## src/hw/rtl/sas_pkg.sv

```systemverilog
// Shared types and constants for the shelf atlas allocator.
`default_nettype none

package sas_pkg;

   // request kinds carried on req_tuser
   localparam logic FUNC_ALLOC = 1'b0;
   localparam logic FUNC_CLEAR = 1'b1;

   // field widths fixed by the interface
   localparam int SIZE_W   = 7;   // content width and height
   localparam int MARGIN_W = 3;   // pad_margin
   localparam int PAD_W    = 8;   // padded size: 127 + 2*7 fits in 8 bits
   localparam int PAGE_W   = 3;   // page_index
   localparam int POS_W    = 9;   // pos_x, pos_y

   localparam logic [MARGIN_W-1:0] PAD_MARGIN_RESET = 3'd1;

   // sequencer states
   typedef enum logic [1:0] {
      ST_IDLE,
      ST_CHECK,
      ST_OPEN,
      ST_DONE
   } sas_state_type;

endpackage

`default_nettype wire

```

## src/hw/rtl/sas_page_store.sv

```systemverilog
// Page cursor memory with per-page valid bits; invalid pages read as zero.
`default_nettype none

module sas_page_store #(
   parameter int DEPTH  = 8,
   parameter int ADDR_W = 3,
   parameter int DATA_W = 30
) (
   input  wire logic              clock,
   input  wire logic              reset,
   input  wire logic              clear_all,
   input  wire logic              rd_en,
   input  wire logic [ADDR_W-1:0] rd_addr,
   output logic      [DATA_W-1:0] rd_data,
   input  wire logic              wr_en,
   input  wire logic [ADDR_W-1:0] wr_addr,
   input  wire logic [DATA_W-1:0] wr_data
);

   logic [DATA_W-1:0] mem [DEPTH];
   logic [DEPTH-1:0]  valid_ff;
   logic [DATA_W-1:0] rd_data_ff;
   logic              rd_valid_ff;

   // storage write and registered read
   always_ff @(posedge clock) begin
      if (wr_en) begin
         mem[wr_addr] <= wr_data;
      end
      if (rd_en) begin
         rd_data_ff  <= mem[rd_addr];
         rd_valid_ff <= valid_ff[rd_addr];
      end
   end

   // valid bits: cleared by reset or a clear request, set by any write
   always_ff @(posedge clock) begin
      if (reset || clear_all) begin
         valid_ff <= '0;
      end else if (wr_en) begin
         valid_ff[wr_addr] <= 1'b1;
      end
   end

   assign rd_data = rd_valid_ff ? rd_data_ff : '0;

endmodule

`default_nettype wire

```

## src/hw/rtl/sas_place_unit.sv

```systemverilog
// Places one padded rectangle against one page's shelf cursor.
`default_nettype none

module sas_place_unit #(
   parameter int PAGE_WIDTH  = 512,
   parameter int PAGE_HEIGHT = 512,
   parameter int CW          = 10,
   parameter int CH          = 10
) (
   input  wire logic [CW-1:0]               cur_x,
   input  wire logic [CH-1:0]               cur_y,
   input  wire logic [CH-1:0]               cur_shelf,
   input  wire logic [sas_pkg::PAD_W-1:0]    pad_w,
   input  wire logic [sas_pkg::PAD_W-1:0]    pad_h,
   input  wire logic [sas_pkg::MARGIN_W-1:0] margin,
   output logic                             fits,
   output logic      [CW-1:0]               nxt_x,
   output logic      [CH-1:0]               nxt_y,
   output logic      [CH-1:0]               nxt_shelf,
   output logic      [sas_pkg::POS_W-1:0]   pos_x,
   output logic      [sas_pkg::POS_W-1:0]   pos_y
);

   localparam int SXW = ((CW > sas_pkg::PAD_W) ? CW : sas_pkg::PAD_W) + 1;
   localparam int SYW = ((CH > sas_pkg::PAD_W) ? CH : sas_pkg::PAD_W) + 1;
   localparam int OXW = ((CW + 1) > sas_pkg::POS_W) ? (CW + 1) : sas_pkg::POS_W;
   localparam int OYW = ((CH + 1) > sas_pkg::POS_W) ? (CH + 1) : sas_pkg::POS_W;

   logic           brk;
   logic [CW-1:0]  row_x;
   logic [CH-1:0]  row_y;
   logic [CH-1:0]  row_shelf;
   logic [OXW-1:0] org_x;
   logic [OYW-1:0] org_y;

   // row overrun starts a new shelf; shelf top stays within the page
   assign brk       = (SXW'(cur_x) + SXW'(pad_w)) > SXW'(PAGE_WIDTH);
   assign row_x     = brk ? '0 : cur_x;
   assign row_y     = brk ? CH'(cur_y + cur_shelf) : cur_y;
   assign row_shelf = brk ? '0 : cur_shelf;

   assign fits = (SYW'(row_y) + SYW'(pad_h)) <= SYW'(PAGE_HEIGHT);

   // cursor advance and shelf growth only on a fit; the break persists anyway
   always_comb begin
      nxt_x     = row_x;
      nxt_y     = row_y;
      nxt_shelf = row_shelf;
      if (fits) begin
         nxt_x = CW'(SXW'(row_x) + SXW'(pad_w));
         if (SYW'(pad_h) > SYW'(row_shelf)) begin
            nxt_shelf = CH'(pad_h);
         end
      end
   end

   // content origin sits one margin inside the padded origin
   assign org_x = OXW'(row_x) + OXW'(margin);
   assign org_y = OYW'(row_y) + OYW'(margin);
   assign pos_x = org_x[sas_pkg::POS_W-1:0];
   assign pos_y = org_y[sas_pkg::POS_W-1:0];

endmodule

`default_nettype wire

```

## src/hw/rtl/shelf_atlas_allocator.sv

```systemverilog
// Top level of the shelf atlas allocator: request sequencer and result register.
//
//   channel   direction  handshake              payload
//   req_      in         tvalid/tready          tuser: func; tdata: width, height
//   rsp_      out        tvalid/tready          tuser: granted; tdata: page, x, y, opened
//   csr_      in         wr_en (no wait)        wr_data: pad_margin
//
// An allocate walks the open pages in order, one memory read-modify-write per page, and
// opens a new page when none fits and a page is left. A clear or a rejected size goes
// straight to the result. The next request is taken in the idle state, which is entered
// as the result loads into the output register.
// Reset clears the page valid bits at once (no sweep); one page is open.
// A new request is accepted while a finished result still waits on rsp_tready.
`default_nettype none

module shelf_atlas_allocator #(
   parameter int PAGE_WIDTH  = 512,
   parameter int PAGE_HEIGHT = 512,
   parameter int MAX_PAGES   = 8,
   parameter int MAX_RECT    = 64
) (
   input  wire logic        clock,
   input  wire logic        reset,
   // request: tuser[0] func
   input  wire logic        req_tvalid,
   output logic             req_tready,
   input  wire logic [0:0]  req_tuser,
   // request: tdata[6:0] box_w, [13:7] box_h, [15:14] zero
   input  wire logic [15:0] req_tdata,
   // result: tuser[0] granted
   output logic             rsp_tvalid,
   input  wire logic        rsp_tready,
   output logic      [0:0]  rsp_tuser,
   // result: tdata[2:0] page_index, [11:3] pos_x, [20:12] pos_y, [21] opened_page
   output logic      [23:0] rsp_tdata,
   // configuration: pad_margin
   input  wire logic        csr_wr_en,
   input  wire logic [2:0]  csr_wr_data
);

   localparam int CW  = $clog2(PAGE_WIDTH + 1);
   localparam int CH  = $clog2(PAGE_HEIGHT + 1);
   localparam int EW  = CW + 2 * CH;
   localparam int PIW = (MAX_PAGES > 1) ? $clog2(MAX_PAGES) : 1;
   localparam int OPW = $clog2(MAX_PAGES + 1);
   localparam int PGW = (PIW > sas_pkg::PAGE_W) ? PIW : sas_pkg::PAGE_W;
   localparam int LW  = ($clog2(MAX_RECT + 1) > sas_pkg::SIZE_W) ?
                        $clog2(MAX_RECT + 1) : sas_pkg::SIZE_W;
   localparam int SXW = ((CW > sas_pkg::PAD_W) ? CW : sas_pkg::PAD_W) + 1;
   localparam int SYW = ((CH > sas_pkg::PAD_W) ? CH : sas_pkg::PAD_W) + 1;

   sas_pkg::sas_state_type state_ff, state_in;

   logic [sas_pkg::MARGIN_W-1:0] pad_margin_ff;
   logic [OPW-1:0]               open_pages_ff, open_pages_in;
   logic [PIW-1:0]               page_ff, page_in;
   logic [sas_pkg::PAD_W-1:0]    aw_ff, aw_in, ah_ff, ah_in;

   logic                         res_granted_ff, res_granted_in;
   logic [sas_pkg::PAGE_W-1:0]   res_page_ff, res_page_in;
   logic [sas_pkg::POS_W-1:0]    res_x_ff, res_x_in, res_y_ff, res_y_in;
   logic                         res_opened_ff, res_opened_in;

   logic                         rsp_tvalid_ff, rsp_tvalid_in;
   logic [0:0]                   rsp_tuser_ff, rsp_tuser_in;
   logic [23:0]                  rsp_tdata_ff, rsp_tdata_in;

   // request decode
   logic [sas_pkg::SIZE_W-1:0]   req_w, req_h;
   logic [sas_pkg::PAD_W-1:0]    req_aw, req_ah;
   logic                         req_ok;

   assign req_w  = req_tdata[6:0];
   assign req_h  = req_tdata[13:7];
   assign req_aw = sas_pkg::PAD_W'(req_w) + sas_pkg::PAD_W'({pad_margin_ff, 1'b0});
   assign req_ah = sas_pkg::PAD_W'(req_h) + sas_pkg::PAD_W'({pad_margin_ff, 1'b0});
   assign req_ok = (req_w != '0) && (req_h != '0) &&
                   (LW'(req_w) <= LW'(MAX_RECT)) && (LW'(req_h) <= LW'(MAX_RECT)) &&
                   (SXW'(req_aw) <= SXW'(PAGE_WIDTH)) &&
                   (SYW'(req_ah) <= SYW'(PAGE_HEIGHT));

   // page store ports
   logic           st_clear, st_rd_en, st_wr_en;
   logic [PIW-1:0] st_rd_addr, st_wr_addr;
   logic [EW-1:0]  st_rd_data, st_wr_data;

   sas_page_store #(
      .DEPTH  (MAX_PAGES),
      .ADDR_W (PIW),
      .DATA_W (EW)
   ) u_store (
      .clock     (clock),
      .reset     (reset),
      .clear_all (st_clear),
      .rd_en     (st_rd_en),
      .rd_addr   (st_rd_addr),
      .rd_data   (st_rd_data),
      .wr_en     (st_wr_en),
      .wr_addr   (st_wr_addr),
      .wr_data   (st_wr_data)
   );

   // placement on the page just read; entry is {shelf, y, x}
   logic                       pl_fits;
   logic [CW-1:0]              pl_x;
   logic [CH-1:0]              pl_y, pl_shelf;
   logic [sas_pkg::POS_W-1:0]  pl_pos_x, pl_pos_y;

   sas_place_unit #(
      .PAGE_WIDTH  (PAGE_WIDTH),
      .PAGE_HEIGHT (PAGE_HEIGHT),
      .CW          (CW),
      .CH          (CH)
   ) u_place (
      .cur_x     (st_rd_data[CW-1:0]),
      .cur_y     (st_rd_data[CW+CH-1:CW]),
      .cur_shelf (st_rd_data[EW-1:CW+CH]),
      .pad_w     (aw_ff),
      .pad_h     (ah_ff),
      .margin    (pad_margin_ff),
      .fits      (pl_fits),
      .nxt_x     (pl_x),
      .nxt_y     (pl_y),
      .nxt_shelf (pl_shelf),
      .pos_x     (pl_pos_x),
      .pos_y     (pl_pos_y)
   );

   // sequencer state and control registers
   always_ff @(posedge clock) begin
      if (reset) begin
         state_ff      <= sas_pkg::ST_IDLE;
         open_pages_ff <= OPW'(1);
         pad_margin_ff <= sas_pkg::PAD_MARGIN_RESET;
         rsp_tvalid_ff <= 1'b0;
      end else begin
         state_ff      <= state_in;
         open_pages_ff <= open_pages_in;
         rsp_tvalid_ff <= rsp_tvalid_in;
         if (csr_wr_en) begin
            pad_margin_ff <= csr_wr_data;
         end
      end
   end

   // payload registers
   always_ff @(posedge clock) begin
      page_ff        <= page_in;
      aw_ff          <= aw_in;
      ah_ff          <= ah_in;
      res_granted_ff <= res_granted_in;
      res_page_ff    <= res_page_in;
      res_x_ff       <= res_x_in;
      res_y_ff       <= res_y_in;
      res_opened_ff  <= res_opened_in;
      rsp_tuser_ff   <= rsp_tuser_in;
      rsp_tdata_ff   <= rsp_tdata_in;
   end

   // next state and outputs
   always_comb begin
      state_in       = state_ff;
      open_pages_in  = open_pages_ff;
      page_in        = page_ff;
      aw_in          = aw_ff;
      ah_in          = ah_ff;
      res_granted_in = res_granted_ff;
      res_page_in    = res_page_ff;
      res_x_in       = res_x_ff;
      res_y_in       = res_y_ff;
      res_opened_in  = res_opened_ff;
      rsp_tvalid_in  = rsp_tvalid_ff && !rsp_tready;
      rsp_tuser_in   = rsp_tuser_ff;
      rsp_tdata_in   = rsp_tdata_ff;
      req_tready     = 1'b0;
      st_clear       = 1'b0;
      st_rd_en       = 1'b0;
      st_rd_addr     = page_ff;
      st_wr_en       = 1'b0;
      st_wr_addr     = page_ff;
      st_wr_data     = {pl_shelf, pl_y, pl_x};

      case (state_ff)
         sas_pkg::ST_IDLE: begin
            // no request is taken while reset is held
            req_tready = !reset;
            if (req_tvalid && req_tready) begin
               aw_in          = req_aw;
               ah_in          = req_ah;
               page_in        = '0;
               res_granted_in = 1'b0;
               res_page_in    = '0;
               res_x_in       = '0;
               res_y_in       = '0;
               res_opened_in  = 1'b0;
               state_in       = sas_pkg::ST_DONE;
               if (req_tuser[0] == sas_pkg::FUNC_CLEAR) begin
                  st_clear       = 1'b1;
                  res_granted_in = 1'b1;
               end else if (req_ok) begin
                  st_rd_en   = 1'b1;
                  st_rd_addr = '0;
                  state_in   = sas_pkg::ST_CHECK;
               end
            end
         end

         sas_pkg::ST_CHECK: begin
            // write back the page, shelf break included, and fetch the next open page if this one is full
            st_wr_en = 1'b1;
            if (pl_fits) begin
               res_granted_in = 1'b1;
               res_page_in    = sas_pkg::PAGE_W'(PGW'(page_ff));
               res_x_in       = pl_pos_x;
               res_y_in       = pl_pos_y;
               state_in       = sas_pkg::ST_DONE;
            end else if ((OPW'(page_ff) + OPW'(1)) < open_pages_ff) begin
               page_in    = PIW'(page_ff + PIW'(1));
               st_rd_en   = 1'b1;
               st_rd_addr = PIW'(page_ff + PIW'(1));
            end else if (open_pages_ff < OPW'(MAX_PAGES)) begin
               state_in = sas_pkg::ST_OPEN;
            end else begin
               state_in = sas_pkg::ST_DONE;
            end
         end

         sas_pkg::ST_OPEN: begin
            // a fresh page always takes a size-checked rectangle at its origin
            st_wr_en       = 1'b1;
            st_wr_addr     = open_pages_ff[PIW-1:0];
            st_wr_data     = {CH'(ah_ff), CH'(0), CW'(aw_ff)};
            open_pages_in  = open_pages_ff + OPW'(1);
            res_granted_in = 1'b1;
            res_page_in    = sas_pkg::PAGE_W'(PGW'(open_pages_ff[PIW-1:0]));
            res_x_in       = sas_pkg::POS_W'(pad_margin_ff);
            res_y_in       = sas_pkg::POS_W'(pad_margin_ff);
            res_opened_in  = 1'b1;
            state_in       = sas_pkg::ST_DONE;
         end

         sas_pkg::ST_DONE: begin
            // hand the result to the output register once it is free
            if (!rsp_tvalid_ff || rsp_tready) begin
               rsp_tvalid_in = 1'b1;
               rsp_tuser_in  = res_granted_ff;
               rsp_tdata_in  = {2'b00, res_opened_ff, res_y_ff, res_x_ff, res_page_ff};
               state_in      = sas_pkg::ST_IDLE;
            end
         end

         default: begin
            state_in = sas_pkg::ST_IDLE;
         end
      endcase
   end

   assign rsp_tvalid = rsp_tvalid_ff;
   assign rsp_tuser  = rsp_tuser_ff;
   assign rsp_tdata  = rsp_tdata_ff;

   // page count stays within one and the page limit
   a_open_range: assert property (@(posedge clock) disable iff (reset)
      (open_pages_ff != '0) && (open_pages_ff <= OPW'(MAX_PAGES)))
      else $error("open page count out of range");

   // a page walk never looks past the open pages
   a_walk_bound: assert property (@(posedge clock) disable iff (reset)
      (state_ff == sas_pkg::ST_CHECK) |-> (OPW'(page_ff) < open_pages_ff))
      else $error("page walk beyond open pages");

   // read-modify-write never reads the entry being written in the same cycle
   a_rmw_hazard: assert property (@(posedge clock) disable iff (reset)
      (st_wr_en && st_rd_en) |-> (st_wr_addr != st_rd_addr))
      else $error("read and write to the same page entry");

   // an opened page is only reported on a granted request
   a_open_grant: assert property (@(posedge clock) disable iff (reset)
      (rsp_tvalid && rsp_tdata[21]) |-> rsp_tuser[0])
      else $error("opened page without grant");

endmodule

`default_nettype wire

```

## config.mk

```make
export PLATFORM = sky130hd
export DESIGN_NAME = shelf_atlas_allocator
export DESIGN_NICKNAME = d
export VERILOG_FILES = /design/src/hw/rtl/sas_pkg.sv /design/src/hw/rtl/sas_page_store.sv /design/src/hw/rtl/sas_place_unit.sv /design/src/hw/rtl/shelf_atlas_allocator.sv
export SDC_FILE = /design/constraint.sdc
export NUM_CORES = 1
export LEC_CHECK = 0
export ABC_AREA = 1
export BUFFER_PORTS_ARGS = -buffer_cell sky130_fd_sc_hd__buf_2
export CAP_MARGIN = 20
export CORE_ASPECT_RATIO = 0.6
export CORE_MARGIN = 2
export CORE_UTILIZATION = 55
export DETAILED_ROUTE_END_ITERATION = 16
export GPL_TIMING_DRIVEN = 0
export PLACE_DENSITY = 0.72
export SETUP_SLACK_MARGIN = 0.02
export SYNTH_ARGS = -nofsm -noshare
export SYNTH_HDL_FRONTEND = slang
export SYNTH_SLANG_ARGS = --single-unit
export TNS_END_PERCENT = 30
```

## constraint.sdc

```tcl
create_clock -name clock -period 12.5 [get_ports clock]
set_input_delay 0.625 -clock clock [delete_from_list [all_inputs] [get_ports clock]]
set_output_delay 0.625 -clock clock [all_outputs]
set_load 0.005 [all_outputs]
```

== Yosys cells after proc, flatten, opt, wreduce, memory -nomap -nowiden ==
Memories as Yosys holds them, arrays and structs flattened. A register that Yosys moved wholly into a read port is not among the register bits.
Index checks and enable logic that the tools add are counted.

* Bits in registers: 84
* RAM bits: 240
* Logic and storage cells: 126
* Memories kept: 1

* Add/sub/neg operators: 11
* Magnitude comparators: 10
* Eq/ne operators: 7
* Multiplexer cells: 56
* Bitwise gates (word level): 1
* Reduce and logical (&&, ||, !) cells: 24

{| class="wikitable"
|+ Memory list
! name !! depth !! bits a word !! read ports !! clocked after memory_dff !! write ports !! RTL line !! text
|-
| u_store.mem || 8 || 30 || 1 || 1 || 1 || sas_page_store.sv:20 || <nowiki>logic [DATA_W-1:0] mem [DEPTH];</nowiki>
|}

{| class="wikitable"
|+ Operators by type and width
! kind !! number
|-
| $mux W10 || 6
|-
| $mux W30 || 2
|-
| $pmux W9 S3 || 2
|-
| $mux W9 || 3
|-
| $mux W3 || 8
|-
| $add A10 B8 Y11 || 2
|-
| $mux W1 || 20
|-
| $add A9 B3 Y9 || 2
|-
| $add A7 B4 Y8 || 2
|-
| $le A7 B7 Y1 const B || 2
|-
| $reduce_bool A7 Y1 || 2
|-
| $mux W2 || 6
|-
| $pmux W3 S2 || 2
|-
| $gt A11 B10 Y1 const B || 1
|-
| $le A11 B10 Y1 const B || 1
|-
| $add A10 B10 Y10 || 1
|-
| $add A10 B8 Y10 || 1
|-
| $gt A8 B10 Y1 || 1
|-
| $pmux W3 S3 || 1
|-
| $lt A3 B4 Y1 const B || 2
|-
| $or A8 B8 Y8 || 1
|-
| $pmux W2 S4 || 1
|-
| $reduce_and A2 Y1 || 4
|-
| $logic_and A1 B1 Y1 || 6
|-
| other kinds (21) || 30
|}

== Logic depth before layout (Yosys ltp) ==
Gate-level depths: netlist (run 1).

* Depth in word-level cells: 10
* Depth in mapped cells: 45

== Modules after synthesis ==
From an unflattened synthesis (run 1), not the netlist that was laid out.

* Cell total of the unflattened synthesis: 2120
* Area total of the unflattened synthesis: 18783.0 um2

{| class="wikitable"
|+ By module, submodules not included
! module !! times used !! cells an instance !! area each (um2) !! sequential area each (um2)
|-
| sas_page_store || 1 || 1203 || 12032.8 || 8298.0
|-
| shelf_atlas_allocator || 1 || 391 || 3726.1 || 2152.1
|-
| sas_place_unit || 1 || 526 || 3024.2 || 0.0
|}

== Least setup slack after synthesis (run 1) ==
OpenSTA, ideal clock, no wires.

* Kind: register to register
* From: register u_store.rd_valid_ff
* To: register u_store.rd_data_ff[0] (read register of u_store.mem), enable pin
* Setup time: 0.646 ns
* Arrival time: 5.739 ns
* Data required time: 11.854 ns
* Path slack: 6.115 ns
* Cell stages (with the launch flop): 37
* Buffers on the path: 4
* Cells stage by stage: edfxtp_1 -> buf_2 -> buf_1 -> nand2_1 -> inv_1 -> ha_1 -> inv_1 -> fa_1 -> inv_1 -> nand3_1 -> nand2_1 -> nand2_1 -> nand2_1 -> nand2_1 -> nor2_1 -> inv_1 -> nand2_4 -> clkbuf_1 -> buf_1 -> nand2_1 -> nand2_1 -> ha_1 -> inv_1 -> fa_1 -> inv_1 -> a31oi_1 -> o21ai_0 -> xnor2_1 -> nand3_1 -> nor2_1 -> nand3_1 -> nand2_2 -> nand2_2 -> inv_2 -> nor2_1 -> nand2_1 -> o21ai_0

* Longest elaborated chain between the ends: 8
* Elaborated cells between the ends (all ways): 11

{| class="wikitable"
|+ RTL lines
! element !! RTL line !! text
|-
| start: declaration || sas_page_store.sv:23 || <nowiki>logic rd_valid_ff;</nowiki>
|-
| start signal: assignment || sas_page_store.sv:32 || <nowiki>rd_valid_ff <= valid_ff[rd_addr];</nowiki>
|-
| $mux W30 (*) || sas_page_store.sv:45 || <nowiki>assign rd_data = rd_valid_ff ? rd_data_ff : '0;</nowiki>
|-
| $add A10 B8 Y11 || sas_place_unit.sv:37 || <nowiki>assign brk = (SXW'(cur_x) + SXW'(pad_w)) > SXW'(PAGE_WIDTH);</nowiki>
|-
| $gt A11 B10 Y1 || sas_place_unit.sv:37 ||
|-
| $mux W10 (*) || sas_place_unit.sv:39 || <nowiki>assign row_y = brk ? CH'(cur_y + cur_shelf) : cur_y;</nowiki>
|-
| $add A10 B8 Y11 (*) || sas_place_unit.sv:42 || <nowiki>assign fits = (SYW'(row_y) + SYW'(pad_h)) <= SYW'(PAGE_HEIGHT);</nowiki>
|-
| $le A11 B10 Y1 (*) || sas_place_unit.sv:42 ||
|-
| $mux W1 (*) || shelf_atlas_allocator.sv:211 || <nowiki>if (pl_fits) begin</nowiki>
|-
| $pmux W1 S2 (*) || shelf_atlas_allocator.sv:183 || <nowiki>case (state_ff)</nowiki>
|-
| via st_rd_en || shelf_atlas_allocator.sv:83 || <nowiki>logic st_clear, st_rd_en, st_wr_en;</nowiki>
|-
| end: declaration || sas_page_store.sv:22 || <nowiki>logic [DATA_W-1:0] rd_data_ff;</nowiki>
|}

The timed path passes the listed nets; every way through them passes the cells marked *.
A chain may end at the register's enable or synchronous reset.

== Final worst setup path (run 1) ==
* From: register u_store.rd_valid_ff
* To: memory u_store.mem[2][23] (data pin)

* Longest elaborated chain between the ends: 8
* Elaborated cells between the ends (all ways): 12

{| class="wikitable"
|+ RTL lines
! element !! RTL line !! text
|-
| $mux W30 (*) || sas_page_store.sv:45 ||
|-
| $add A10 B8 Y11 || sas_place_unit.sv:37 ||
|-
| $gt A11 B10 Y1 || sas_place_unit.sv:37 ||
|-
| $mux W10 (on tied branches) || sas_place_unit.sv:39, sas_place_unit.sv:40 ||
|-
| $add A10 B8 Y11 / $gt A8 B10 Y1 (equally long branches) || sas_place_unit.sv:42, sas_place_unit.sv:51 ||
|-
| $le A11 B10 Y1 / $mux W10 (equally long branches) || sas_place_unit.sv:42, sas_place_unit.sv:51 ||
|-
| $mux W10 (*) || sas_place_unit.sv:49 || <nowiki>if (fits) begin</nowiki>
|-
| $mux W30 (*) || shelf_atlas_allocator.sv:183 ||
|-
| via st_wr_data[23] || shelf_atlas_allocator.sv:85 || <nowiki>logic [EW-1:0] st_rd_data, st_wr_data;</nowiki>
|-
| end: declaration || sas_page_store.sv:20 ||
|}

Marked as above.

==> run_summary.xml, run 1 <==
<?xml version="1.0" encoding="UTF-8"?>
<metrics>
  <group name="timing">
    <metric name="worst_slew_pin_slew" unit="ns">1.08</metric>
    <metric name="grt_setup_unrepaired" unit="">false</metric>
    <metric name="final_min_period_over_clock_period" unit="">0.709</metric>
    <metric name="tns" unit="ns">0</metric>
    <metric name="timing_hold_violations_final" unit="">0</metric>
    <metric name="finalClockSkew" unit="ns">0.0213</metric>
    <metric name="max_transition_viols_final" unit="">0</metric>
    <metric name="number_of_endpoints_failing_setup_at_the_final_stage" unit="">0</metric>
    <metric name="period_needed" unit="ns">8.86</metric>
    <metric name="achievable-frequency" unit="MHz">113</metric>
    <metric name="slew-limit-headroom" unit="">0.274</metric>
  </group>
  <group name="cts">
    <metric name="cts-buffers-inserted" unit="">34</metric>
    <metric name="cts.path.max_buffers" unit="">3</metric>
    <metric name="cts_root_buf" unit="">sky130_fd_sc_hd__clkbuf_16</metric>
    <metric name="post-cts-setup-buffers" unit="">0</metric>
    <metric name="cts_hold_buf" unit="">0</metric>
    <metric name="clock_tree.htree_level_count" unit="">2</metric>
    <metric name="post_cts_resize_count" unit="">0</metric>
    <metric name="cts.clk_slew.worst_paths" unit="ns">0.07</metric>
    <metric name="numClockSinks" unit="">354</metric>
    <metric name="clock_insertion_delay_worst_skew" unit="ns">0.55</metric>
    <metric name="tritoncts" unit="">built</metric>
  </group>
  <group name="global_routing">
    <metric name="grt_pass1_vias" unit="">12900</metric>
    <metric name="globalRoute.totalOverflow" unit="">0</metric>
    <metric name="antenna_found_initial" unit="">0</metric>
    <metric name="grt_first_pass_wirelength" unit="um">72300</metric>
    <metric name="global_route_usage_over_all_layers" unit="">0.280</metric>
    <metric name="grt_start_max_net_pins" unit="">23</metric>
  </group>
  <group name="synth">
    <metric name="most_instantiated_library_cell_after_synthesis" unit="">sky130_fd_sc_hd__nand2_1</metric>
    <metric name="synth.cell_area" unit="um^2">18200</metric>
    <metric name="number_of_flops_mapped_to_enable_cells_by_yosys" unit="">336</metric>
    <metric name="muxShareOfSynthArea" unit="">0</metric>
    <metric name="synth-xor-area-share" unit="">0.0154</metric>
    <metric name="ys_warn_count" unit="">0</metric>
    <metric name="synth_ff_type" unit="">sky130_fd_sc_hd__edfxtp_1</metric>
    <metric name="combinational_family_with_the_most_area_after_synthesis" unit="">simple AND/OR/NAND/NOR gates</metric>
    <metric name="synthesis.area_per_instance" unit="um^2">9.22</metric>
    <metric name="yosysTopAreaCellShare" unit="">0.555</metric>
    <metric name="yosys.area_share.simple" unit="">0.213</metric>
    <metric name="post_synth_inst_count" unit="">1971</metric>
    <metric name="post_synth_most_frequent_cells" unit="">sky130_fd_sc_hd__nand2_1 (462), sky130_fd_sc_hd__inv_1 (392), sky130_fd_sc_hd__edfxtp_1 (336)</metric>
    <metric name="post-synth-top-area-cell" unit="">sky130_fd_sc_hd__edfxtp_1</metric>
    <metric name="synth-seq-area-share" unit="">0.575</metric>
    <metric name="adder_cell_share_of_the_synthesized_area" unit="">0.0536</metric>
    <metric name="async_flop_share" unit="">0</metric>
    <metric name="synth_cell_types" unit="">41</metric>
    <metric name="synthTopCellsByArea" unit="">sky130_fd_sc_hd__edfxtp_1 (56%), sky130_fd_sc_hd__nand2_1 (9.5%), sky130_fd_sc_hd__inv_1 (8.1%)</metric>
    <metric name="synthesized_area_fraction_occupied_by_ao_oa_aoi_and_oai_cells" unit="">0.0400</metric>
    <metric name="synth-seq-cells" unit="">354</metric>
  </group>
  <group name="pwr">
    <metric name="pwr_density_cell" unit="nW/um^2">243</metric>
    <metric name="comb_pwr_share" unit="">0.419</metric>
    <metric name="vdd_drop_max" unit="mV">0.111</metric>
    <metric name="pwr-share-seq" unit="">0.375</metric>
    <metric name="fin_total_pwr" unit="mW">4.94</metric>
    <metric name="switching_share" unit="">0.407</metric>
    <metric name="power.switching" unit="mW">2.01</metric>
    <metric name="p_int" unit="mW">2.93</metric>
    <metric name="leakage" unit="nW">9.31</metric>
    <metric name="power.share.clock" unit="">0.206</metric>
  </group>
  <group name="worst_setup_path">
    <metric name="crit-reg2reg-launch" unit="">u_store.rd_valid_ff</metric>
    <metric name="path_common_cell" unit="">sky130_fd_sc_hd__nand2_1</metric>
    <metric name="cp.required" unit="ns">12.63</metric>
    <metric name="cp_max_fo" unit="">10</metric>
    <metric name="endpoint_kind" unit="">flip-flop</metric>
    <metric name="worst_path_max_delay_cell" unit="">sky130_fd_sc_hd__buf_1</metric>
    <metric name="worstSetupStartpoint" unit="">u_store.rd_valid_ff</metric>
    <metric name="cp_data_arrival_time" unit="ns">8.99</metric>
    <metric name="cp-start-kind" unit="">flip-flop</metric>
    <metric name="cp_max_stage_delay" unit="ns">0.56</metric>
    <metric name="critical_setup_path_kind" unit="">reg -&gt; reg</metric>
  </group>
  <group name="floorplan">
    <metric name="die_extent_in_x" unit="um">239</metric>
    <metric name="placement_rows" unit="">51</metric>
    <metric name="coreArea" unit="um^2">32500</metric>
    <metric name="pin_count" unit="">52</metric>
    <metric name="floorplan.initialDensity" unit="">0.559</metric>
    <metric name="die_height" unit="um">145</metric>
    <metric name="total_die_area" unit="um^2">34600</metric>
  </group>
  <group name="routing">
    <metric name="avgRoutedWirePerCell" unit="um">18.9</metric>
    <metric name="drcViolationCount" unit="">0</metric>
    <metric name="vias_per_cell" unit="">5.49</metric>
    <metric name="vias_after_detailed_routing" unit="">13800</metric>
    <metric name="ant_nets" unit="">0</metric>
    <metric name="drt-pass1-iter-count" unit="">6</metric>
    <metric name="drt_wl_total" unit="um">47700</metric>
    <metric name="initialDrtViolationCount" unit="">1649</metric>
  </group>
  <group name="final_layout">
    <metric name="flow.area_growth_from_synthesis" unit="%">12.1</metric>
    <metric name="final_layout_size_suffix_gt1_frac" unit="">0.0831</metric>
    <metric name="antennaDiodeCount" unit="">0</metric>
    <metric name="num-nets-final" unit="">2166</metric>
    <metric name="finalCoreUtilization" unit="">0.627</metric>
    <metric name="post_route_non_filler_standard_cell_count" unit="">2518</metric>
    <metric name="layout.cell_area.non_filler" unit="um^2">20400</metric>
  </group>
  <group name="placement">
    <metric name="replace_congestion" unit="">0.911</metric>
    <metric name="placed_cells_incl_taps" unit="">2454</metric>
    <metric name="post_dp_cell_area" unit="um^2">19300</metric>
    <metric name="place.port_buffers" unit="">47</metric>
    <metric name="detailed_place_hpwl" unit="um">34800</metric>
  </group>
  <group name="hold_path">
    <metric name="worst_hold_path_type" unit="">in -&gt; reg</metric>
    <metric name="worst_hold_startpoint" unit="">req_tdata[7]</metric>
  </group>
  <group name="status">
    <metric name="status" unit="">finished clean</metric>
  </group>
  <group name="run">
    <metric name="max_cap_violations" unit="">0</metric>
  </group>
</metrics>
-- final cells by class --
cell class / count / area [um^2]
tap: 424 / 531
inverter: 399 / 1500
sequential: 354 / 10500
buffer: 74 / 370
clock inverter: 23 / 205
timing repair buffer: 60 / 513
multi-input combinational: 1145 / 5940
fill: 2621 / 12100
clock buffer: 39 / 870
-- layout by cell type (no fill, tap or decap), types with 3 or more instances in the layout --
cell and instances:
sky130_fd_sc_hd__nand2_1 462, sky130_fd_sc_hd__nor3_1 14, sky130_fd_sc_hd__inv_1 392, sky130_fd_sc_hd__nand4_1 7, sky130_fd_sc_hd__a31oi_1 3, sky130_fd_sc_hd__buf_16 7, sky130_fd_sc_hd__buf_1 5, sky130_fd_sc_hd__dfxtp_1 18
sky130_fd_sc_hd__o21ai_0 55, sky130_fd_sc_hd__xor2_1 24, sky130_fd_sc_hd__ha_1 65, sky130_fd_sc_hd__clkbuf_1 37, sky130_fd_sc_hd__clkinv_1 10, sky130_fd_sc_hd__nand2_2 4, sky130_fd_sc_hd__o21ai_1 3, sky130_fd_sc_hd__clkbuf_16 34
sky130_fd_sc_hd__nand2_4 3, sky130_fd_sc_hd__buf_2 67, sky130_fd_sc_hd__xnor2_1 8, sky130_fd_sc_hd__o21bai_1 5, sky130_fd_sc_hd__clkinv_2 7, sky130_fd_sc_hd__edfxtp_1 336, sky130_fd_sc_hd__nor2_4 8, sky130_fd_sc_hd__nor4_1 4
sky130_fd_sc_hd__a21oi_1 58, sky130_fd_sc_hd__nand3_1 291, sky130_fd_sc_hd__buf_4 16, sky130_fd_sc_hd__fa_1 8, sky130_fd_sc_hd__bufinv_16 3, sky130_fd_sc_hd__inv_2 4, sky130_fd_sc_hd__nor2_1 99
-- flip-flops by register name (all words and copies together), names as in the netlist --
| register | flops |
|---|---|
| res_x_ff | 9 |
| pad_margin_ff | 3 |
| res_opened_ff | 1 |
| u_store.valid_ff | 8 |
| res_y_ff | 9 |
| u_store.mem | 240 |
| res_page_ff | 3 |
| ah_ff | 8 |
| rsp_tvalid | 1 |
| aw_ff | 8 |
| rsp_tdata | 22 |
| u_store.rd_data_ff | 30 |
| page_ff | 3 |
| state_ff | 2 |
| open_pages_ff | 4 |
| rsp_tuser | 1 |
| u_store.rd_valid_ff | 1 |
| res_granted_ff | 1 |
-- worst paths after layout --
path                   endpoint  slack, ns  cells past startpoint
min reg2reg       rsp_tdata[10]       0.42                      0
max          u_store.mem[2][23]       3.64                     36
max reg2reg  u_store.mem[2][23]       3.64                     36
min                    ah_ff[0]       0.29                      1
-- stage by stage --
step                setup slack [ns]  hold slack (ns)
global placement                3.27            0.402
global route                    2.97            0.278
detailed placement              4.02            0.405
floorplan                       6.11            0.400
CTS                             4.00            0.271
finish                          3.64            0.288
-- logic make-up (layout without fill, tap and decap cells) --
group                      Yosys count  count (layout)
adders and majority gates           73              73
xor gates and xnor gates            32              32
other                                1               2
buffers and inverters              473             595
AOI/OAI and AO/OA                  137             137
and+or+nand+nor                    901             901
DFF                                354             354
-- layer usage --
layer / wire length [um] / GRT usage / vias to the layer above
met4: 941 / 0.0753 / 0
met1: 21700 / 0.424 / 6505
li1: - / - / 6596
met2: 19200 / 0.392 / 663
met5: 0 / 0 / -
met3: 5750 / 0.0772 / 64
-- power by group through the flow --
| stage | sequential (mW) | combinational (mW) | clock (mW) |
|---|---|---|---|
| 2_1_floorplan | 1.85 | 1.32 | 0 |
| 4_1_cts | 1.85 | 2.02 | 1.03 |
| 5_1_grt | 1.87 | 2.28 | 1.08 |
| 3_5_place_dp | 1.87 | 2.01 | 0 |
| 6_report | 1.85 | 2.07 | 1.02 |
| 3_3_place_gp | 1.88 | 1.88 | 0 |
-- critical path, delay by kind of cell, from the launching register on --
kind	cells	cell delay (ns)
AOI/OAI and AO/OA	4	1.33
xor gates and xnor gates	1	0.16
adders and majority gates	4	1.19
buffers and inverters	12	3.08
DFF	1	0.50
and+or+nand+nor	15	2.14
Power figures use the tool's default switching activity.
==> inputs of run 2 (changes only) <==
==> constraint.sdc (replaced) <==
create_clock -name clock -period 9.2 [get_ports clock]
set_input_delay 0.46 -clock clock [delete_from_list [all_inputs] [get_ports clock]]
set_output_delay 0.46 -clock clock [all_outputs]
set_load 0.005 [all_outputs]
==> run 2 against run 1 <==
First-iteration DRC count stayed put. Clock-buffer cell count stayed put. Non-clock buffer count is 1 lower. Worst setup slack worse by 2.8 ns. Highest routed layer unchanged. Clock power is 35% higher. Wire length is 0.36% lower. Via count is 0.14% lower. Design area hardly changed. Critical endpoint is now u_store.mem[7][23]. Hold slack worse by 0.16 ns. Die area stayed put. Global-route usage stayed put.
==> run_summary.xml, run 2 (synthesis results as in run 1) <==
<?xml version="1.0" encoding="UTF-8"?>
<metrics>
  <group name="timing">
    <metric name="timing_hold_violations_final" unit="">0</metric>
    <metric name="period_needed" unit="ns">8.38</metric>
    <metric name="achievable-frequency" unit="MHz">119</metric>
    <metric name="grt_setup_unrepaired" unit="">false</metric>
    <metric name="final_min_period_over_clock_period" unit="">0.911</metric>
    <metric name="max_transition_viols_final" unit="">0</metric>
    <metric name="number_of_endpoints_failing_setup_at_the_final_stage" unit="">0</metric>
    <metric name="finalClockSkew" unit="ns">0.0208</metric>
    <metric name="worst_slew_pin_slew" unit="ns">1.08</metric>
    <metric name="layout_setup_ws" unit="ns">0.821</metric>
    <metric name="slew-limit-headroom" unit="">0.272</metric>
  </group>
  <group name="routing">
    <metric name="initialDrtViolationCount" unit="">1649</metric>
    <metric name="drt_wl_total" unit="um">47500</metric>
    <metric name="ant_nets" unit="">0</metric>
    <metric name="drcViolationCount" unit="">0</metric>
    <metric name="drt-pass1-iter-count" unit="">5</metric>
    <metric name="vias_per_cell" unit="">5.49</metric>
    <metric name="vias_after_detailed_routing" unit="">13800</metric>
    <metric name="avgRoutedWirePerCell" unit="um">18.9</metric>
  </group>
  <group name="worst_setup_path">
    <metric name="worstRegToRegCells" unit="">35</metric>
    <metric name="worstSetupStartpoint" unit="">u_store.rd_valid_ff</metric>
    <metric name="cp.required" unit="ns">9.32</metric>
    <metric name="cp_max_fo" unit="">19</metric>
    <metric name="worstPathBufferInverterCount" unit="">11</metric>
    <metric name="critical-path-top-delay-family" unit="">buffers and inverters</metric>
    <metric name="cp_max_stage_delay" unit="ns">0.55</metric>
    <metric name="worst_path_max_delay_cell" unit="">sky130_fd_sc_hd__clkbuf_1</metric>
    <metric name="cp_data_arrival_time" unit="ns">8.50</metric>
    <metric name="critical_setup_path_kind" unit="">reg -&gt; reg</metric>
    <metric name="setup.reg_to_reg.worst_slack" unit="ns">0.82</metric>
    <metric name="worst_r2r_endpoint" unit="">u_store.mem[7][23]</metric>
    <metric name="path_common_cell" unit="">sky130_fd_sc_hd__nand2_1</metric>
    <metric name="endpoint_kind" unit="">flip-flop</metric>
    <metric name="crit-reg2reg-launch" unit="">u_store.rd_valid_ff</metric>
    <metric name="cp-start-kind" unit="">flip-flop</metric>
  </group>
  <group name="hold_path">
    <metric name="min_path_cells" unit="">1</metric>
    <metric name="worst_hold_path_type" unit="">in -&gt; reg</metric>
    <metric name="worst_hold_startpoint" unit="">req_tdata[7]</metric>
    <metric name="min_to" unit="">ah_ff[0]</metric>
  </group>
  <group name="final_layout">
    <metric name="final_layout_size_suffix_gt1_frac" unit="">0.0831</metric>
    <metric name="finalCoreUtilization" unit="">0.627</metric>
    <metric name="most-common-layout-cells" unit="">sky130_fd_sc_hd__nand2_1 (462), sky130_fd_sc_hd__inv_1 (392), sky130_fd_sc_hd__edfxtp_1 (336)</metric>
    <metric name="flow.area_growth_from_synthesis" unit="%">12.1</metric>
    <metric name="largest_reg_flops" unit="">240</metric>
    <metric name="regMostFlops" unit="">u_store.mem</metric>
    <metric name="layout_commonest_cell" unit="">sky130_fd_sc_hd__nand2_1</metric>
    <metric name="num-nets-final" unit="">2165</metric>
    <metric name="antennaDiodeCount" unit="">0</metric>
    <metric name="nFillCells" unit="">2620</metric>
  </group>
  <group name="floorplan">
    <metric name="total_die_area" unit="um^2">34600</metric>
    <metric name="floorplan.initialDensity" unit="">0.559</metric>
    <metric name="placement_rows" unit="">51</metric>
    <metric name="die_extent_in_x" unit="um">239</metric>
    <metric name="pin_count" unit="">52</metric>
    <metric name="coreArea" unit="um^2">32500</metric>
    <metric name="die_height" unit="um">145</metric>
  </group>
  <group name="placement">
    <metric name="dp_slack" unit="ns">0.722</metric>
    <metric name="replace_congestion" unit="">0.911</metric>
    <metric name="detailed_place_hpwl" unit="um">34800</metric>
    <metric name="place.port_buffers" unit="">47</metric>
  </group>
  <group name="pwr">
    <metric name="pwr_density_cell" unit="nW/um^2">329</metric>
    <metric name="fin_total_pwr" unit="mW">6.71</metric>
    <metric name="vdd_drop_max" unit="mV">0.147</metric>
    <metric name="leakage" unit="nW">9.31</metric>
  </group>
  <group name="cts">
    <metric name="cts_hold_buf" unit="">0</metric>
    <metric name="clock_insertion_delay_worst_skew" unit="ns">0.54</metric>
    <metric name="cts.clk_slew.worst_paths" unit="ns">0.07</metric>
    <metric name="cts.path.max_buffers" unit="">3</metric>
    <metric name="clock_tree.htree_level_count" unit="">2</metric>
    <metric name="tritoncts" unit="">built</metric>
    <metric name="post-cts-setup-buffers" unit="">0</metric>
    <metric name="post_cts_resize_count" unit="">0</metric>
    <metric name="cts_root_buf" unit="">sky130_fd_sc_hd__clkbuf_16</metric>
    <metric name="cts-buffers-inserted" unit="">34</metric>
    <metric name="numClockSinks" unit="">354</metric>
  </group>
  <group name="global_routing">
    <metric name="antenna_found_initial" unit="">0</metric>
    <metric name="global_route_usage_over_all_layers" unit="">0.280</metric>
    <metric name="grt_pass1_vias" unit="">12900</metric>
    <metric name="grt_start_max_net_pins" unit="">23</metric>
    <metric name="globalRoute.totalOverflow" unit="">0</metric>
    <metric name="grt_first_pass_wirelength" unit="um">72300</metric>
  </group>
  <group name="run">
    <metric name="max_cap_violations" unit="">0</metric>
  </group>
  <group name="status">
    <metric name="status" unit="">finished clean</metric>
  </group>
</metrics>
run 2: cell types whose count changed in the layout (fill, tap and decap cells not counted), sizes merged:
cell,previous run,this run
buf,100,99
run 2: where the power goes:
part           switching (mW)  internal [mW]  total [mW]
sequential              0.112           2.41        2.52
clock                   0.613          0.770        1.38
combinational            2.00          0.809        2.81
run 2: worst reg2reg max path: cells and delay by family, from the launching register on:
family	cells	cell delay (ns)
flops	1	0.51
fa+ha+maj	4	1.19
xor+xnor	1	0.16
compound gates	4	1.33
simple gates	15	2.16
buf+inv	11	2.60
run 2: through the flow:
stage	instance area (um^2)	std cells	hold WS [ns]	setup TNS (ns)
final	20400	2517	0.124	0
after global routing	20400	2517	0.113	0
after CTS	20400	2516	0.106	0
after detailed placement	19300	2454	0.405	0
after global placement	18900	2443	0.402	-0.775
after floorplan	18200	1972	0.400	0
run 2: area by class of cell:
class,instances,area [um^2],area share
Sequential cell,354,10500,0.513
Multi-Input combinational cell,1145,5940,0.291
Timing Repair Buffer,60,513,0.0252
Clock buffer,39,870,0.0427
Tap cell,424,531,0.0260
Inverter,399,1500,0.0736
Clock inverter,23,205,0.0101
Buffer,73,367,0.0180
run 2: worst max-delay path by stage:
stage	cells past startpoint	endpoint	slack [ns]
finish	35	u_store.mem[7][23]	0.82
global route	35	u_store.mem[7][23]	0.09
CTS	36	u_store.mem[7][24]	0.70
detailed placement	36	u_store.mem[3][24]	0.72
global placement	36	u_store.rd_data_ff[14]	-0.03
floorplan	36	u_store.rd_data_ff[0]	2.81
run 2: layer usage:
metal | global-route usage | routed length, um | up-vias
met3 | 0.0772 | 5300 | 63
li1 | - | - | 6595
met1 | 0.424 | 21900 | 6541
met5 | 0 | 0 | -
met4 | 0.0753 | 969 | 0
met2 | 0.392 | 19300 | 609
==> inputs of run 3 (changes only) <==
--- a/config.mk
+++ b/config.mk
@@ -8,11 +8,9 @@
 export ABC_AREA = 1
 export BUFFER_PORTS_ARGS = -buffer_cell sky130_fd_sc_hd__buf_2
 export CAP_MARGIN = 20
-export CORE_ASPECT_RATIO = 0.6
 export CORE_MARGIN = 2
 export CORE_UTILIZATION = 55
 export DETAILED_ROUTE_END_ITERATION = 16
-export GPL_TIMING_DRIVEN = 0
 export PLACE_DENSITY = 0.72
 export SETUP_SLACK_MARGIN = 0.02
 export SYNTH_ARGS = -nofsm -noshare
==> run 3 against run 2 <==
Utilization fell by 1.2 points. Clock power rose by 4%. Die area fell by 0.14%. Clock skew fell by 0.0012 ns. Register-to-register slack improved by 0.44 ns. Critical endpoint is now u_store.rd_data_ff[27]. Largest cell class unchanged.
==> run_summary.xml, run 3 (synthesis results as in run 1) <==
<?xml version="1.0" encoding="UTF-8"?>
<metrics>
  <group name="status">
    <metric name="status" unit="">finished clean</metric>
  </group>
  <group name="cts">
    <metric name="tritoncts" unit="">built</metric>
    <metric name="cts_hold_buf" unit="">0</metric>
    <metric name="cts.clk_slew.worst_paths" unit="ns">0.06</metric>
    <metric name="post-cts-setup-buffers" unit="">0</metric>
    <metric name="cts-buffers-inserted" unit="">38</metric>
    <metric name="post_cts_resize_count" unit="">0</metric>
    <metric name="numClockSinks" unit="">354</metric>
    <metric name="clock_insertion_delay_worst_skew" unit="ns">0.55</metric>
    <metric name="cts_root_buf" unit="">sky130_fd_sc_hd__clkbuf_16</metric>
    <metric name="clock_tree.htree_level_count" unit="">2</metric>
    <metric name="cts.path.max_buffers" unit="">3</metric>
  </group>
  <group name="floorplan">
    <metric name="placement_rows" unit="">66</metric>
    <metric name="total_die_area" unit="um^2">34500</metric>
    <metric name="floorplan.initialDensity" unit="">0.559</metric>
    <metric name="pin_count" unit="">52</metric>
    <metric name="coreArea" unit="um^2">32500</metric>
    <metric name="die_extent_in_x" unit="um">186</metric>
    <metric name="die_height" unit="um">186</metric>
  </group>
  <group name="timing">
    <metric name="period_needed" unit="ns">7.94</metric>
    <metric name="number_of_endpoints_failing_setup_at_the_final_stage" unit="">0</metric>
    <metric name="grt_setup_unrepaired" unit="">false</metric>
    <metric name="final_min_period_over_clock_period" unit="">0.863</metric>
    <metric name="tns" unit="ns">0</metric>
    <metric name="finalClockSkew" unit="ns">0.0196</metric>
    <metric name="achievable-frequency" unit="MHz">126</metric>
    <metric name="worst_slew_pin_slew" unit="ns">1.03</metric>
    <metric name="slew-limit-headroom" unit="">0.307</metric>
    <metric name="timing_hold_violations_final" unit="">0</metric>
    <metric name="max_transition_viols_final" unit="">0</metric>
  </group>
  <group name="worst_setup_path">
    <metric name="worst_path_max_delay_cell" unit="">sky130_fd_sc_hd__o21ai_0</metric>
    <metric name="cp_max_stage_delay" unit="ns">0.76</metric>
    <metric name="worst_r2r_endpoint" unit="">u_store.rd_data_ff[27]</metric>
    <metric name="setup.reg_to_reg.worst_slack" unit="ns">1.26</metric>
    <metric name="endpoint_kind" unit="">flip-flop</metric>
    <metric name="path_common_cell" unit="">sky130_fd_sc_hd__nand2_1</metric>
    <metric name="cp.required" unit="ns">9.49</metric>
    <metric name="critical_setup_path_kind" unit="">reg -&gt; reg</metric>
    <metric name="crit-reg2reg-launch" unit="">u_store.rd_valid_ff</metric>
    <metric name="cp_max_fo" unit="">69</metric>
    <metric name="cp_data_arrival_time" unit="ns">8.23</metric>
    <metric name="cp-start-kind" unit="">flip-flop</metric>
    <metric name="worstRegToRegCells" unit="">36</metric>
  </group>
  <group name="hold_path">
    <metric name="worst_hold_startpoint" unit="">req_tdata[7]</metric>
    <metric name="min_to" unit="">ah_ff[0]</metric>
    <metric name="min_path_cells" unit="">1</metric>
    <metric name="worst_hold_path_type" unit="">in -&gt; reg</metric>
  </group>
  <group name="final_layout">
    <metric name="flow.area_growth_from_synthesis" unit="%">10.2</metric>
    <metric name="largest_reg_flops" unit="">240</metric>
    <metric name="layout_commonest_cell" unit="">sky130_fd_sc_hd__nand2_1</metric>
    <metric name="antennaDiodeCount" unit="">0</metric>
    <metric name="num-nets-final" unit="">2104</metric>
    <metric name="nFillCells" unit="">2644</metric>
    <metric name="regMostFlops" unit="">u_store.mem</metric>
    <metric name="final_layout_size_suffix_gt1_frac" unit="">0.0727</metric>
    <metric name="area_taken_by_multi_input_logic_gates" unit="um^2">5940</metric>
    <metric name="most-common-layout-cells" unit="">sky130_fd_sc_hd__nand2_1 (461), sky130_fd_sc_hd__inv_1 (392), sky130_fd_sc_hd__edfxtp_1 (336)</metric>
    <metric name="layout.cell_area.non_filler" unit="um^2">20000</metric>
    <metric name="final-seq-area" unit="um^2">10500</metric>
  </group>
  <group name="routing">
    <metric name="vias_after_detailed_routing" unit="">13100</metric>
    <metric name="drt-pass1-iter-count" unit="">5</metric>
    <metric name="ant_nets" unit="">0</metric>
    <metric name="avgRoutedWirePerCell" unit="um">16.7</metric>
    <metric name="initialDrtViolationCount" unit="">1188</metric>
    <metric name="vias_per_cell" unit="">5.30</metric>
    <metric name="drcViolationCount" unit="">0</metric>
    <metric name="drt_wl_total" unit="um">41400</metric>
  </group>
  <group name="global_routing">
    <metric name="global_route_usage_over_all_layers" unit="">0.242</metric>
    <metric name="globalRoute.totalOverflow" unit="">0</metric>
    <metric name="antenna_found_initial" unit="">0</metric>
    <metric name="grt_start_max_net_pins" unit="">87</metric>
    <metric name="grt_pass1_vias" unit="">12300</metric>
    <metric name="grt_first_pass_wirelength" unit="um">64000</metric>
  </group>
  <group name="placement">
    <metric name="replace_congestion" unit="">0.915</metric>
    <metric name="place.port_buffers" unit="">47</metric>
    <metric name="post_dp_cell_area" unit="um^2">18800</metric>
    <metric name="detailed_place_hpwl" unit="um">25000</metric>
  </group>
  <group name="pwr">
    <metric name="pwr_density_cell" unit="nW/um^2">320</metric>
    <metric name="fin_total_pwr" unit="mW">6.42</metric>
    <metric name="leakage" unit="nW">9.15</metric>
    <metric name="vdd_drop_max" unit="mV">0.156</metric>
  </group>
  <group name="run">
    <metric name="max_cap_violations" unit="">0</metric>
  </group>
</metrics>
## run 3: worst max-delay path, delay by kind of cell, from the launching register on
family / cells / cell delay, ns
adder cells (fa/ha/maj): 3 / 0.96
buffers and inverters: 8 / 2.13
AND/OR/NAND/NOR: 21 / 2.71
flip-flops: 1 / 0.60
AO/OA/AOI/OAI: 4 / 1.23
## run 3: stage by stage
| stage | util | instances | hold slack (ns) | setup WS [ns] |
|---|---|---|---|---|
| detailed placement | 0.579 | 2406 | 0.405 | 1.45 |
| finish | 0.616 | 2477 | 0.120 | 1.26 |
| CTS | 0.615 | 2475 | 0.109 | 1.42 |
| global placement | 0.579 | 2406 | 0.404 | 1.56 |
| floorplan | - | 1972 | 0.400 | 2.81 |
| global route | 0.616 | 2477 | 0.108 | 0.707 |
## run 3: layout make-up
type	count	area share
Sequential cell	354	0.522
Multi-Input combinational cell	1145	0.297
Inverter	399	0.0749
Clock buffer	54	0.0535
Tap cell	442	0.0276
Timing Repair Buffer	68	0.0206
Clock inverter	15	0.00481
## run 3: worst max path at each step
stage,start,to,slack [ns],depth (start not counted)
5_1_grt,u_store.rd_valid_ff,u_store.rd_data_ff[17],0.71,37
6_report,u_store.rd_valid_ff,u_store.rd_data_ff[27],1.26,36
3_3_place_gp,u_store.rd_valid_ff,u_store.rd_data_ff[24],1.56,36
3_5_place_dp,u_store.rd_valid_ff,u_store.rd_data_ff[20],1.45,38
2_1_floorplan,u_store.rd_valid_ff,u_store.rd_data_ff[0],2.81,36
4_1_cts,u_store.rd_valid_ff,u_store.rd_data_ff[20],1.42,36
## run 3: power by group
part	switching, mW	total [mW]	internal (mW)
logic	1.78	2.47	0.690
registers	0.107	2.52	2.41
clock network	0.618	1.43	0.816
total	2.50	6.42	3.91
## run 3: metal layers
layer | routed length [um] | part of all wire | global-route usage
met1 | 17900 | 0.43 | 0.326
met5 | 0 | 0 | 0
met2 | 19200 | 0.46 | 0.399
met3 | 3190 | 0.077 | 0.0409
met4 | 1070 | 0.026 | 0.0876
